`config.mk`:
```
export PLATFORM = sky130hd
export DESIGN_NAME = bmp24_pixel_unpack_color_key_top_flat
export DESIGN_NICKNAME = d
export VERILOG_FILES = /design/src/rtl/core/bpuck_pkg.sv /design/src/rtl/core/bpuck_if.sv /design/src/rtl/core/bpuck_front.sv /design/src/rtl/core/bpuck_queue.sv /design/src/rtl/core/bpuck_back.sv /design/src/rtl/core/bmp24_pixel_unpack_color_key_top.sv /design/src/flat_wrapper.sv
export SDC_FILE = /design/constraint.sdc
export NUM_CORES = 1
export LEC_CHECK = 0
export CORE_MARGIN = 1
export CORE_UTILIZATION = 48
export DETAILED_ROUTE_END_ITERATION = 7
export DONT_BUFFER_PORTS = 1
export PLACE_DENSITY = 0.68
export SYNTH_ARGS = -nofsm -noshare
export SYNTH_HDL_FRONTEND = slang
export SYNTH_SLANG_ARGS = --single-unit
export TNS_END_PERCENT = 30
```
`constraint.sdc`:
```
create_clock -name clk -period 27.3 [get_ports clk]
set_clock_uncertainty 0.2 [all_clocks]
set_input_delay 1.365 -clock clk [delete_from_list [all_inputs] [get_ports clk]]
set_output_delay 1.365 -clock clk [all_outputs]
set_load 0.03 [all_outputs]
```
`src/rtl/core/bpuck_pkg.sv`:
```
`default_nettype none
package bpuck_pkg;

  // largest image side the counters are built for
  localparam int MAX_DIMENSION_DEF = 4096;

  localparam int CFG_DATA_W = 32;
  localparam int CFG_ADDR_W = 3;
  localparam int CFG_REG_W  = 13;

  // register index, taken from paddr[2]
  localparam logic REG_IMAGE_WIDTH  = 1'b0;
  localparam logic REG_IMAGE_HEIGHT = 1'b1;

  localparam int WIDTH_RESET  = 640;
  localparam int HEIGHT_RESET = 480;

  localparam int COLOR_W     = 8;
  localparam int PIX_INDEX_W = 24;

  localparam logic [COLOR_W-1:0] COLOR_FULL   = 8'hFF;
  localparam logic [COLOR_W-1:0] ALPHA_OPAQUE = 8'hFF;
  localparam logic [COLOR_W-1:0] ALPHA_KEY    = 8'h00;

  localparam int QUEUE_DEPTH = 4;

endpackage
`default_nettype wire

```
`src/rtl/core/bpuck_if.sv`:
```
`default_nettype none
interface bpuck_in_if;
  logic                            valid;
  logic                            ready;
  logic [bpuck_pkg::COLOR_W-1:0]   data_byte;
  logic                            frame_start;

  modport source (output valid, data_byte, frame_start, input ready);
  modport sink   (input valid, data_byte, frame_start, output ready);
endinterface

interface bpuck_out_if;
  logic                              valid;
  logic                              ready;
  logic [bpuck_pkg::COLOR_W-1:0]     red;
  logic [bpuck_pkg::COLOR_W-1:0]     green;
  logic [bpuck_pkg::COLOR_W-1:0]     blue;
  logic [bpuck_pkg::COLOR_W-1:0]     alpha;
  logic [bpuck_pkg::PIX_INDEX_W-1:0] pixel_index;
  logic                              last_pixel;

  modport source (output valid, red, green, blue, alpha, pixel_index, last_pixel,
                  input ready);
  modport sink   (input valid, red, green, blue, alpha, pixel_index, last_pixel,
                  output ready);
endinterface
`default_nettype wire

```
`src/rtl/core/bpuck_front.sv`:
```
`default_nettype none
module bpuck_front #(
  parameter int  DIM_W = 13,
  parameter int  CNT_W = 12,
  parameter type pix_t = logic
) (
  input  wire logic             clk,
  input  wire logic             rst_n,
  bpuck_in_if.sink              in_ch,
  input  wire logic [DIM_W-1:0] width_i,
  input  wire logic [DIM_W-1:0] height_i,
  input  wire logic             q_full_i,
  output      logic             push_o,
  output      pix_t             item_o
);

  localparam int CMP_W = DIM_W + 1;

  typedef enum logic [1:0] {PH_BLUE, PH_GREEN, PH_RED} phase_t;

  phase_t                          phase_r, phase_nxt, phase_eff;
  logic [CNT_W-1:0]                col_r, col_nxt, col_eff;
  logic [CNT_W-1:0]                row_r, row_nxt, row_eff;
  logic [1:0]                      pad_r, pad_nxt, pad_eff;
  logic [bpuck_pkg::COLOR_W-1:0]   blue_r, blue_nxt, green_r, green_nxt;
  logic                            accept;
  logic                            row_end, frame_end;

  assign in_ch.ready = !q_full_i;
  assign accept      = in_ch.valid && in_ch.ready;

  // frame_start clears the counters before the byte is used
  assign phase_eff = in_ch.frame_start ? PH_BLUE : phase_r;
  assign col_eff   = in_ch.frame_start ? '0 : col_r;
  assign row_eff   = in_ch.frame_start ? '0 : row_r;
  assign pad_eff   = in_ch.frame_start ? '0 : pad_r;

  assign row_end   = (CMP_W'(col_eff) + CMP_W'(1)) >= CMP_W'(width_i);
  assign frame_end = (CMP_W'(row_eff) + CMP_W'(1)) >= CMP_W'(height_i);

  always_comb begin
    phase_nxt = phase_r;
    col_nxt   = col_r;
    row_nxt   = row_r;
    pad_nxt   = pad_r;
    blue_nxt  = blue_r;
    green_nxt = green_r;
    push_o    = 1'b0;
    if (accept) begin
      phase_nxt = phase_eff;
      col_nxt   = col_eff;
      row_nxt   = row_eff;
      pad_nxt   = pad_eff;
      if (pad_eff != 2'd0) begin
        pad_nxt = pad_eff - 2'd1;
      end else begin
        unique case (phase_eff)
          PH_GREEN: begin
            green_nxt = in_ch.data_byte;
            phase_nxt = PH_RED;
          end
          PH_RED: begin
            push_o    = 1'b1;
            phase_nxt = PH_BLUE;
            if (row_end) begin
              col_nxt = '0;
              pad_nxt = width_i[1:0];
              row_nxt = frame_end ? '0 : row_eff + CNT_W'(1);
            end else begin
              col_nxt = col_eff + CNT_W'(1);
            end
          end
          default: begin
            blue_nxt  = in_ch.data_byte;
            phase_nxt = PH_GREEN;
          end
        endcase
      end
    end
  end

  always_comb begin
    item_o       = '0;
    item_o.red   = in_ch.data_byte;
    item_o.green = green_r;
    item_o.blue  = blue_r;
    item_o.row   = row_eff;
    item_o.col   = col_eff;
  end

  always_ff @(posedge clk) begin
    if (!rst_n) begin
      phase_r <= PH_BLUE;
      col_r   <= '0;
      row_r   <= '0;
      pad_r   <= '0;
    end else begin
      phase_r <= phase_nxt;
      col_r   <= col_nxt;
      row_r   <= row_nxt;
      pad_r   <= pad_nxt;
    end
  end

  always_ff @(posedge clk) begin
    blue_r  <= blue_nxt;
    green_r <= green_nxt;
  end

  // padding is only ever counted between pixels
  a_pad_between_pixels: assert property (@(posedge clk) disable iff (!rst_n)
    (pad_r != 2'd0) |-> (phase_r == PH_BLUE))
    else $error("padding pending inside a pixel");

endmodule
`default_nettype wire

```
`src/rtl/core/bpuck_queue.sv`:
```
`default_nettype none
module bpuck_queue #(
  parameter int  DEPTH  = 4,
  parameter type item_t = logic
) (
  input  wire logic  clk,
  input  wire logic  rst_n,
  input  wire logic  push_i,
  input  wire item_t item_i,
  input  wire logic  pop_i,
  output      item_t item_o,
  output      logic  full_o,
  output      logic  empty_o
);

  localparam int PTR_W = (DEPTH > 1) ? $clog2(DEPTH) : 1;
  localparam int CNT_W = $clog2(DEPTH + 1);

  item_t            slot_r [DEPTH];
  logic [PTR_W-1:0] wr_ptr_r, rd_ptr_r;
  logic [CNT_W-1:0] count_r;

  assign full_o  = (count_r == CNT_W'(DEPTH));
  assign empty_o = (count_r == '0);
  assign item_o  = slot_r[rd_ptr_r];

  always_ff @(posedge clk) begin
    if (!rst_n) begin
      wr_ptr_r <= '0;
      rd_ptr_r <= '0;
      count_r  <= '0;
    end else begin
      if (push_i) begin
        wr_ptr_r <= (wr_ptr_r == PTR_W'(DEPTH - 1)) ? '0 : wr_ptr_r + PTR_W'(1);
      end
      if (pop_i) begin
        rd_ptr_r <= (rd_ptr_r == PTR_W'(DEPTH - 1)) ? '0 : rd_ptr_r + PTR_W'(1);
      end
      if (push_i && !pop_i) begin
        count_r <= count_r + CNT_W'(1);
      end else if (pop_i && !push_i) begin
        count_r <= count_r - CNT_W'(1);
      end
    end
  end

  always_ff @(posedge clk) begin
    if (push_i) begin
      slot_r[wr_ptr_r] <= item_i;
    end
  end

  a_no_overflow: assert property (@(posedge clk) disable iff (!rst_n)
    !(push_i && full_o))
    else $error("queue written while full");

  a_no_underflow: assert property (@(posedge clk) disable iff (!rst_n)
    !(pop_i && empty_o))
    else $error("queue read while empty");

endmodule
`default_nettype wire

```
`src/rtl/core/bpuck_back.sv`:
```
`default_nettype none
module bpuck_back #(
  parameter int  DIM_W = 13,
  parameter int  CNT_W = 12,
  parameter type pix_t = logic
) (
  input  wire logic             clk,
  input  wire logic             rst_n,
  input  wire logic [DIM_W-1:0] width_i,
  input  wire logic [DIM_W-1:0] height_i,
  input  wire logic             q_empty_i,
  input  wire pix_t             item_i,
  output      logic             pop_o,
  bpuck_out_if.source           out_ch
);

  localparam int IDX_W  = bpuck_pkg::PIX_INDEX_W;
  localparam int PROD_W = 2 * DIM_W;
  localparam int SUM_W  = (PROD_W + 1 > IDX_W) ? PROD_W + 1 : IDX_W;
  localparam int CMP_W  = DIM_W + 1;

  logic [DIM_W-1:0]                 h_last, row_c, flipped;
  logic [PROD_W-1:0]                prod;
  logic [SUM_W-1:0]                 sum;
  logic                             last, keyed;

  logic                             out_valid_r;
  logic [bpuck_pkg::COLOR_W-1:0]    red_r, green_r, blue_r, alpha_r;
  logic [IDX_W-1:0]                 index_r;
  logic                             last_r;

  assign pop_o = !q_empty_i && (!out_valid_r || out_ch.ready);

  // rows past a shrunken height map onto the top row
  assign h_last  = height_i - DIM_W'(1);
  assign row_c   = (DIM_W'(item_i.row) > h_last) ? h_last : DIM_W'(item_i.row);
  assign flipped = h_last - row_c;
  assign prod    = PROD_W'(flipped) * PROD_W'(width_i);
  assign sum     = SUM_W'(prod) + SUM_W'(item_i.col);
  assign last    = (row_c == h_last) &&
                   ((CMP_W'(item_i.col) + CMP_W'(1)) >= CMP_W'(width_i));
  assign keyed   = (item_i.red == bpuck_pkg::COLOR_FULL) &&
                   (item_i.green == bpuck_pkg::COLOR_FULL) &&
                   (item_i.blue == bpuck_pkg::COLOR_FULL);

  always_ff @(posedge clk) begin
    if (!rst_n) begin
      out_valid_r <= 1'b0;
    end else if (pop_o) begin
      out_valid_r <= 1'b1;
    end else if (out_ch.ready) begin
      out_valid_r <= 1'b0;
    end
  end

  always_ff @(posedge clk) begin
    if (pop_o) begin
      red_r   <= item_i.red;
      green_r <= item_i.green;
      blue_r  <= item_i.blue;
      alpha_r <= keyed ? bpuck_pkg::ALPHA_KEY : bpuck_pkg::ALPHA_OPAQUE;
      index_r <= sum[IDX_W-1:0];
      last_r  <= last;
    end
  end

  assign out_ch.valid       = out_valid_r;
  assign out_ch.red         = red_r;
  assign out_ch.green       = green_r;
  assign out_ch.blue        = blue_r;
  assign out_ch.alpha       = alpha_r;
  assign out_ch.pixel_index = index_r;
  assign out_ch.last_pixel  = last_r;

  a_pop_fills_output: assert property (@(posedge clk) disable iff (!rst_n)
    pop_o |=> out_valid_r)
    else $error("popped pixel did not reach the output register");

endmodule
`default_nettype wire

```
`src/rtl/core/bmp24_pixel_unpack_color_key_top.sv`:
```
// Path: each completed pixel goes into the queue, then into the output register once that is free.
// Throughput: one byte per cycle if the queue is not full, one pixel per three color bytes.
// The rate is set by the front byte counter and the single-pixel back stage (one multiply-add).
// A four-entry queue between front and back absorbs output stalls.
// Reset (rst_n low, synchronous): counters, phase, queue and output valid clear;
// image size returns to 640 x 480.
`default_nettype none
module bmp24_pixel_unpack_color_key_top #(
  parameter int MAX_DIMENSION = bpuck_pkg::MAX_DIMENSION_DEF
) (
  input  wire logic                             clk,
  input  wire logic                             rst_n,
  bpuck_in_if.sink                              in_ch,
  bpuck_out_if.source                           out_ch,
  input  wire logic                             cfg_psel,
  input  wire logic                             cfg_penable,
  input  wire logic                             cfg_pwrite,
  input  wire logic [bpuck_pkg::CFG_ADDR_W-1:0] cfg_paddr,
  input  wire logic [bpuck_pkg::CFG_DATA_W-1:0] cfg_pwdata,
  output      logic [bpuck_pkg::CFG_DATA_W-1:0] cfg_prdata,
  output      logic                             cfg_pready
);

  localparam int REG_W = bpuck_pkg::CFG_REG_W;
  // stored size: holds 1..min(MAX_DIMENSION, 8191)
  localparam int DIM_W = ($clog2(MAX_DIMENSION + 1) < REG_W) ?
                         $clog2(MAX_DIMENSION + 1) : REG_W;
  // counters: hold 0..size-1
  localparam int CNT_W = ($clog2(MAX_DIMENSION) < REG_W) ? $clog2(MAX_DIMENSION) : REG_W;
  localparam int W_RST = (bpuck_pkg::WIDTH_RESET > MAX_DIMENSION) ?
                         MAX_DIMENSION : bpuck_pkg::WIDTH_RESET;
  localparam int H_RST = (bpuck_pkg::HEIGHT_RESET > MAX_DIMENSION) ?
                         MAX_DIMENSION : bpuck_pkg::HEIGHT_RESET;

  // one pixel handed from front to back
  typedef struct packed {
    logic [bpuck_pkg::COLOR_W-1:0] red;
    logic [bpuck_pkg::COLOR_W-1:0] green;
    logic [bpuck_pkg::COLOR_W-1:0] blue;
    logic [CNT_W-1:0]              row;
    logic [CNT_W-1:0]              col;
  } pix_t;

  logic [DIM_W-1:0] width_r, height_r, clamped;
  logic [REG_W-1:0] wr_val;
  logic             cfg_wr;

  pix_t             push_item, pop_item;
  logic             push, pop, q_full, q_empty;

  // ---------------- configuration port ----------------
  assign cfg_pready = 1'b1;
  assign cfg_wr     = cfg_psel && cfg_penable && cfg_pwrite && cfg_pready;
  assign wr_val     = cfg_pwdata[REG_W-1:0];

  // zero is taken as one, oversize as the largest supported side
  always_comb begin
    if (wr_val == '0) begin
      clamped = DIM_W'(1);
    end else if (32'(wr_val) > 32'(MAX_DIMENSION)) begin
      clamped = DIM_W'(MAX_DIMENSION);
    end else begin
      clamped = DIM_W'(wr_val);
    end
  end

  always_ff @(posedge clk) begin
    if (!rst_n) begin
      width_r  <= DIM_W'(W_RST);
      height_r <= DIM_W'(H_RST);
    end else if (cfg_wr) begin
      unique case (cfg_paddr[2])
        bpuck_pkg::REG_IMAGE_WIDTH:  width_r  <= clamped;
        bpuck_pkg::REG_IMAGE_HEIGHT: height_r <= clamped;
        default: ;
      endcase
    end
  end

  always_comb begin
    unique case (cfg_paddr[2])
      bpuck_pkg::REG_IMAGE_WIDTH:  cfg_prdata = bpuck_pkg::CFG_DATA_W'(width_r);
      bpuck_pkg::REG_IMAGE_HEIGHT: cfg_prdata = bpuck_pkg::CFG_DATA_W'(height_r);
      default:                     cfg_prdata = '0;
    endcase
  end

  // ---------------- front: byte phase, padding, row/column counters ----------------
  bpuck_front #(
    .DIM_W (DIM_W),
    .CNT_W (CNT_W),
    .pix_t (pix_t)
  ) u_front (
    .clk      (clk),
    .rst_n    (rst_n),
    .in_ch    (in_ch),
    .width_i  (width_r),
    .height_i (height_r),
    .q_full_i (q_full),
    .push_o   (push),
    .item_o   (push_item)
  );

  // ---------------- pixel queue ----------------
  bpuck_queue #(
    .DEPTH  (bpuck_pkg::QUEUE_DEPTH),
    .item_t (pix_t)
  ) u_queue (
    .clk     (clk),
    .rst_n   (rst_n),
    .push_i  (push),
    .item_i  (push_item),
    .pop_i   (pop),
    .item_o  (pop_item),
    .full_o  (q_full),
    .empty_o (q_empty)
  );

  // ---------------- back: row flip, index, color key, output register ----------------
  bpuck_back #(
    .DIM_W (DIM_W),
    .CNT_W (CNT_W),
    .pix_t (pix_t)
  ) u_back (
    .clk       (clk),
    .rst_n     (rst_n),
    .width_i   (width_r),
    .height_i  (height_r),
    .q_empty_i (q_empty),
    .item_i    (pop_item),
    .pop_o     (pop),
    .out_ch    (out_ch)
  );

endmodule
`default_nettype wire
```
`src/flat_wrapper.sv`:
```
// flat-port wrapper written by rule: the top's interface ports become plain ports
module bmp24_pixel_unpack_color_key_top_flat 
#(
  parameter int MAX_DIMENSION = bpuck_pkg::MAX_DIMENSION_DEF
)
  (clk, rst_n, cfg_psel, cfg_penable, cfg_pwrite, cfg_paddr, cfg_pwdata, cfg_prdata, cfg_pready, in_ch_valid, in_ch_data_byte, in_ch_frame_start, in_ch_ready, out_ch_valid, out_ch_red, out_ch_green, out_ch_blue, out_ch_alpha, out_ch_pixel_index, out_ch_last_pixel, out_ch_ready);
  bpuck_in_if in_ch_i ();
  bpuck_out_if out_ch_i ();
  input  wire logic clk;
  input  wire logic rst_n;
  input  wire logic cfg_psel;
  input  wire logic cfg_penable;
  input  wire logic cfg_pwrite;
  input  wire logic [bpuck_pkg::CFG_ADDR_W-1:0] cfg_paddr;
  input  wire logic [bpuck_pkg::CFG_DATA_W-1:0] cfg_pwdata;
  output      logic [bpuck_pkg::CFG_DATA_W-1:0] cfg_prdata;
  output      logic cfg_pready;
  input wire logic [$bits(in_ch_i.valid)-1:0] in_ch_valid;
  input wire logic [$bits(in_ch_i.data_byte)-1:0] in_ch_data_byte;
  input wire logic [$bits(in_ch_i.frame_start)-1:0] in_ch_frame_start;
  output wire logic [$bits(in_ch_i.ready)-1:0] in_ch_ready;
  output wire logic [$bits(out_ch_i.valid)-1:0] out_ch_valid;
  output wire logic [$bits(out_ch_i.red)-1:0] out_ch_red;
  output wire logic [$bits(out_ch_i.green)-1:0] out_ch_green;
  output wire logic [$bits(out_ch_i.blue)-1:0] out_ch_blue;
  output wire logic [$bits(out_ch_i.alpha)-1:0] out_ch_alpha;
  output wire logic [$bits(out_ch_i.pixel_index)-1:0] out_ch_pixel_index;
  output wire logic [$bits(out_ch_i.last_pixel)-1:0] out_ch_last_pixel;
  input wire logic [$bits(out_ch_i.ready)-1:0] out_ch_ready;
  assign in_ch_i.valid = in_ch_valid;
  assign in_ch_i.data_byte = in_ch_data_byte;
  assign in_ch_i.frame_start = in_ch_frame_start;
  assign in_ch_ready = in_ch_i.ready;
  assign out_ch_valid = out_ch_i.valid;
  assign out_ch_red = out_ch_i.red;
  assign out_ch_green = out_ch_i.green;
  assign out_ch_blue = out_ch_i.blue;
  assign out_ch_alpha = out_ch_i.alpha;
  assign out_ch_pixel_index = out_ch_i.pixel_index;
  assign out_ch_last_pixel = out_ch_i.last_pixel;
  assign out_ch_i.ready = out_ch_ready;
  bmp24_pixel_unpack_color_key_top #(.MAX_DIMENSION(MAX_DIMENSION)) u_core (.clk(clk), .rst_n(rst_n), .in_ch(in_ch_i), .out_ch(out_ch_i), .cfg_psel(cfg_psel), .cfg_penable(cfg_penable), .cfg_pwrite(cfg_pwrite), .cfg_paddr(cfg_paddr), .cfg_pwdata(cfg_pwdata), .cfg_prdata(cfg_prdata), .cfg_pready(cfg_pready));
endmodule
```
Yosys cells after proc, flatten, opt, wreduce, memory -nomap -nowiden
Memories as Yosys holds them, arrays and structs flattened. A register that Yosys moved wholly into a read port is not among the register bits.
Index checks and enable logic that the tools add are counted.
{ "word_totals": {"elab_cells": 109, "register_bits": 135, "mem_count": 1, "mem_bits_rw": 192} }
{ "classes": {"magnitude_cmp": 5, "mul": 1, "muxes": 34, "reduce_logical": 25, "n_bitwise": 3, "n_eq_ne": 9, "add_sub_neg": 13} }
{ "memory_table": {"columns": ["memory", "words", "word_bits", "rd", "rd_ports_with_merged_regs", "write_ports", "line", "source"], "rows": [
  ["u_core.u_queue.slot_r", 4, 48, 1, 1, 1, "bpuck_queue.sv:19", "item_t slot_r [DEPTH];"]
]} }
{ "ops": {"columns": ["op", "n"], "rows": [
  ["$mux W12", 9],
  ["$pmux W32 S2", 1],
  ["$add A12 B1 Y13 const B", 3],
  ["$ge A13 B13 Y1", 3],
  ["$mux W13", 3],
  ["$add A12 B1 Y12 const B", 2],
  ["$add A24 B12 Y24", 1],
  ["$eq A8 B8 Y1 const B", 3],
  ["$mul A13 B13 Y24", 1],
  ["$mux W2", 10],
  ["$eq A13 B13 Y1", 1],
  ["$gt A12 B13 Y1", 1],
  ["$gt A13 B13 Y1 const B", 1],
  ["$logic_not A13 Y1", 1],
  ["$sub A13 B1 Y13 const B", 1],
  ["$sub A13 B13 Y13", 1],
  ["$logic_and A1 B1 Y1", 9],
  ["$mux W8", 1],
  ["$mux W1", 7],
  ["$eq A2 B2 Y1 const B", 3],
  ["$mux W3", 2],
  ["$reduce_and A3 Y1", 2],
  ["$reduce_bool A2 Y1", 3],
  ["$logic_not A1 Y1", 5],
  ["12 further kinds", 16]
]} }

Depth between registers and ports, before layout
{ "logic_depth": {"word_depth": 9, "depth_mapped": 47, "depth_no_buf": 46} }

Cells and area by module
From an unflattened synthesis, not the netlist that was laid out.
{ "hier_totals": {"hier_cells": 1843, "hier_area_um2": 21478.1} }
{ "modules_own_cells": {"columns": ["module", "instances", "seq_area_each_um2", "cells_per_inst", "area_per_inst_um2"], "rows": [
  ["bpuck_back", 1, 1521.5, 1005, 9459.1],
  ["bpuck_queue", 1, 5945.7, 294, 7375.8],
  ["bpuck_front", 1, 1041.0, 380, 3259.4],
  ["bmp24_pixel_unpack_color_key_top", 1, 520.5, 164, 1383.8]
]} }

Least setup slack after synthesis
OpenSTA, ideal clock, no wires.
{ "synth_path": {"path_kind": "register to register", "startpoint": "reg with a tool-made name", "endpoint": "reg u_core.u_back.index_r[23] (netlist: u_core.u_back.out_ch.pixel_index[23]), data pin", "stages_incl_launch_ff": 47, "slack_ps": 16323, "setup_time_ps": 260, "t_arrival_ps": 10517, "path_cell_list": "dfxtp_1 clkbuf_1 buf_2 buf_2 buf_2 mux4_2 ha_1 a21o_1 a21o_1 a211o_1 a21oi_1 o21ai_0 a21oi_1 o21ai_0 nand2_1 buf_2 mux2i_1 ha_1 [... 11 more ...] fa_1 inv_1 fa_1 fa_1 fa_1 inv_1 fa_1 inv_1 ha_1 nand4_1 nor4_1 or3_1 nor2_1 o21a_1 a21oi_1 a31oi_1 o21ai_0 xnor2_1"} }
{ "synth_rtl": {"columns": ["item", "line", "source"], "rows": [
  ["to (signal assigned)", "bpuck_back.sv:62", "index_r <= sum[IDX_W-1:0];"],
  ["to (decl)", "bpuck_back.sv:29", "logic [IDX_W-1:0] index_r;"]
]} }

==> PnR_summary.wiki <==
{| class="wikitable"
! Metric !! Value
|-
| Ys async rst share || 0%
|-
| Clock Sinks || 322
|-
| Adder-cell share of the synthesized area || 21.9%
|-
| Critical path data arrival time || 12060 ps
|-
| Wire length of the first global-routing pass || 73.3 mm
|-
| Setup Buffers After CTS || 0
|-
| Number of buffers on the longest clock path || 3
|-
| Clock input transition at the sequential cells of the worst setup and hold paths || 60 ps
|-
| DRT Pass-1 Iters || 4
|-
| Number of buffers inserted during clock tree synthesis || 36
|-
| Met2 track utilization from global routing || 36.1%
|-
| Overall via count from detail_route || 13.2k
|-
| Most common library cell in the layout ignoring fill and taps || edfxtp_1
|-
| Share of the synthesized netlist area taken by xor and xnor gates || 3.31%
|-
| Initial core utilization || 49.2%
|-
| Area of the die || 44200 µm²
|-
| Final wirelength || 45.8 mm
|-
| Worst Hold Class || flip-flop to flip-flop
|-
| Number of nets still failing antenna checks after routing || 0
|-
| CTS tree || built
|-
| Mux contribution to synthesized area || 6.02%
|-
| Area added between synthesis and finish || 8.83%
|-
| Critical-path maximum fanout || 41
|-
| Post-route setup TNS || 0 ps
|-
| Clk Tree Root Cell || clkbuf_16
|-
| Ratio of cells with drive above 1 in the final layout || 8.62%
|-
| Die extent in y || 210 µm
|-
| Detailed placer's ending HPWL || 33.3 mm
|-
| Width of the die || 210 µm
|-
| Highest clock frequency the design can meet || 83.6 MHz
|-
| Number of setup violations in the final report || 0
|-
| Quantity of hold-fixing buffers added after cts || 0
|-
| Complex-gate fraction of the synthesized area || 6.13%
|-
| Detailed-route wire length per cell || 19.0 µm
|-
| Vias in the first global route || 13.6k
|-
| Leading cell types by total area after synthesis || edfxtp_1 37%, fa_1 13%, ha_1 9.4%, dfxtp_1 6.2%, mux4_2 5.1%
|-
| CP startpoint kind || flip-flop
|-
| Final-report hold violation count || 0
|-
| Clock latency reported for the late side of the worst-skew pair || 550 ps
|-
| Final critical-path share of the clock period || 43.8%
|-
| Synthesized instance count || 1809
|-
| Dominant combinational cell family by area after synthesis || adder cells
|-
| Total of cells resized after clock tree synthesis || 0
|-
| Cell area after synthesis || 20800 µm²
|-
| Slowest cell delay on critical path || 710 ps
|-
| Residual DRC count || 0
|-
| Average vias per placed instance || 5.49
|-
| Met1 demand-to-capacity share in global routing || 28.0%
|-
| Share of synthesized cell area in and, or, nand and nor gates || 12.7%
|-
| Final RePlAce weighted congestion || 0.885
|-
| Core area || 42300 µm²
|-
| Most used flip-flop cell after synthesis || edfxtp_1
|-
| Most frequent CP cell || fa_1
|-
| Most used cells in the layout excluding fill and tap cells || 258 x edfxtp_1, 238 x inv_1, 156 x ha_1, 146 x nand2_1, 130 x fa_1
|-
| Largest delay share family, worst path || adder cells
|-
| Initial antenna violation count || 0
|-
| Number of cell rows || 75
|-
| Final min period || 11960 ps
|-
| Global Route Usage Sum || 21.3%
|-
| Area share of the largest cell type after synthesis || 37.2%
|-
| Number of enable flip-flop cells after synthesis || 258
|-
| Critical path buffer and inverter count || 6
|-
| Cell taking the most area after synthesis || edfxtp_1
|-
| Number of unique standard cell types used by synthesis || 62
|-
| Maximum number of pins on one net before global-route repair || 53
|-
| Unrepaired setup endpoints after global routing || false
|-
| Inserted Diodes || 0
|-
| Outcome || complete, no violations
|-
| Mean area per synthesized cell || 11.5 µm²
|-
| Count of synthesis-stage warnings from yosys || 0
|-
| Slew of the pin with the lowest slew margin || 1120 ps
|-
| Storage element area || 9030 µm²
|-
| Max-cap check violation count || 0
|-
| Worst setup EP type || flip-flop
|-
| Number of nets in the layout || 2143
|-
| Proportion of synthesized chip area in sequential cells || 43.4%
|-
| Overflow left after global routing || 0
|-
| Cell with the largest stage delay on the worst path || buf_4
|-
| Filler cell count in the final layout || 3551
|-
| Worst setup path category || flip-flop to flip-flop
|-
| Area taken by multi-input logic gates || 10500 µm²
|-
| Global routing's busiest layer || met2
|-
| Max-slew violation count || 0
|-
| Number of synthesized register bits || 322
|-
| Tightest slew margin relative to the limit || 24.5%
|-
| Total I/O pin count || 143
|-
| Count of input and output buffers || 0
|-
| Met3 layer usage reported by global route || 4.45%
|-
| Initial DRC Count || 694
|-
| Htree depth || 2
|-
| Required arrival time at the worst endpoint || 27400 ps
|}
worst paths after layout:
| path | endpoint | from | slack [ps] | depth (start not counted) |
|---|---|---|---|---|
| hold / removal | u_core.u_front.row_r[10] | u_core.u_front.row_r[10] | 290 | 1 |
| setup reg to reg | u_core.u_back.out_ch.pixel_index[20] | flip-flop | 15340 | 42 |
| setup / recovery | u_core.u_back.out_ch.pixel_index[20] | flip-flop | 15340 | 42 |
| hold reg to reg | u_core.u_front.row_r[10] | u_core.u_front.row_r[10] | 290 | 1 |
cells by family after synthesis:
logic type | Yosys count
other | 2
AO/OA/AOI/OAI | 210
XOR/XNOR | 77
multiplexers | 66
AND/OR/NAND/NOR | 518
flip-flops | 322
buffers and inverters | 328
adder cells (fa/ha/maj) | 286
Yosys cell counts (3+ instances only):
cell	count
or3_1	8
nor2b_1	31
fa_1	130
nor3b_1	7
nand2b_1	23
nand4_1	20
nor4_1	8
nor2_1	88
nand3_1	31
mux2i_1	16
buf_1	3
o31ai_1	6
o311ai_0	3
nand2_1	146
nand3b_1	10
xor2_1	22
dfxtp_1	64
o21a_1	15
a21o_1	8
and2_1	82
o21ai_1	3
buf_2	7
nor3_1	24
o21bai_1	3
a211oi_1	6
edfxtp_1	258
ha_1	156
o21ai_0	40
a31oi_1	5
or4_1	5
o211ai_1	14
mux4_2	47
buf_4	27
and3_1	25
xnor2_1	53
mux2_2	3
a22oi_1	10
a21oi_1	83
inv_1	238
clkbuf_1	52
per-stage QoR:
step / hold WS (ps) / area [µm²] / setup WS, ps / utilization, % / std cells
global route: 305 / 22600 / 14610 / 53.5 / 2411
floorplan: 233 / 20900 / 16320 / - / 1827
CTS: 286 / 22600 / 15230 / 53.5 / 2411
detailed placement: 275 / 21400 / 15230 / 50.6 / 2345
finish: 288 / 22600 / 15340 / 53.5 / 2411
global placement: 249 / 21400 / 15370 / 50.6 / 2345
per-layer routing:
layer	wire length, µm	vias to the layer above	share of wire [%]
met4	953	0	2.1
met5	0	-	0
met1	19400	6624	42
li1	-	6180	-
met2	22400	363	49
met3	3070	75	6.7
final cells by class:
| class | instances | area share, % |
|---|---|---|
| clock inverters | 26 | 1.16 |
| multi-input cells | 1177 | 46.5 |
| clock buffers | 40 | 4.28 |
| flip-flops and latches | 322 | 39.9 |
| repair buffers | 31 | 1.08 |
| well taps | 577 | 3.19 |
| inverters | 238 | 3.94 |
sequential cells by signal, indices dropped and copies added, names as in the netlist, 2 cells and up, named ones only:
signal,cells
u_core.height_r,13
u_core.u_back.out_ch.blue,8
u_core.u_back.out_ch.green,8
u_core.u_back.out_ch.pixel_index,24
u_core.u_back.out_ch.red,8
u_core.u_front.blue_r,8
u_core.u_front.col_r,12
u_core.u_front.green_r,8
u_core.u_front.pad_r,2
u_core.u_front.phase_r,2
u_core.u_front.row_r,12
u_core.u_queue.count_r,3
u_core.u_queue.rd_ptr_r,2
u_core.u_queue.slot_r,192
u_core.u_queue.wr_ptr_r,2
u_core.width_r,13
Power is not shown: default switching activity piles up to over one toggle a cycle in this logic, so the estimate is an artifact.
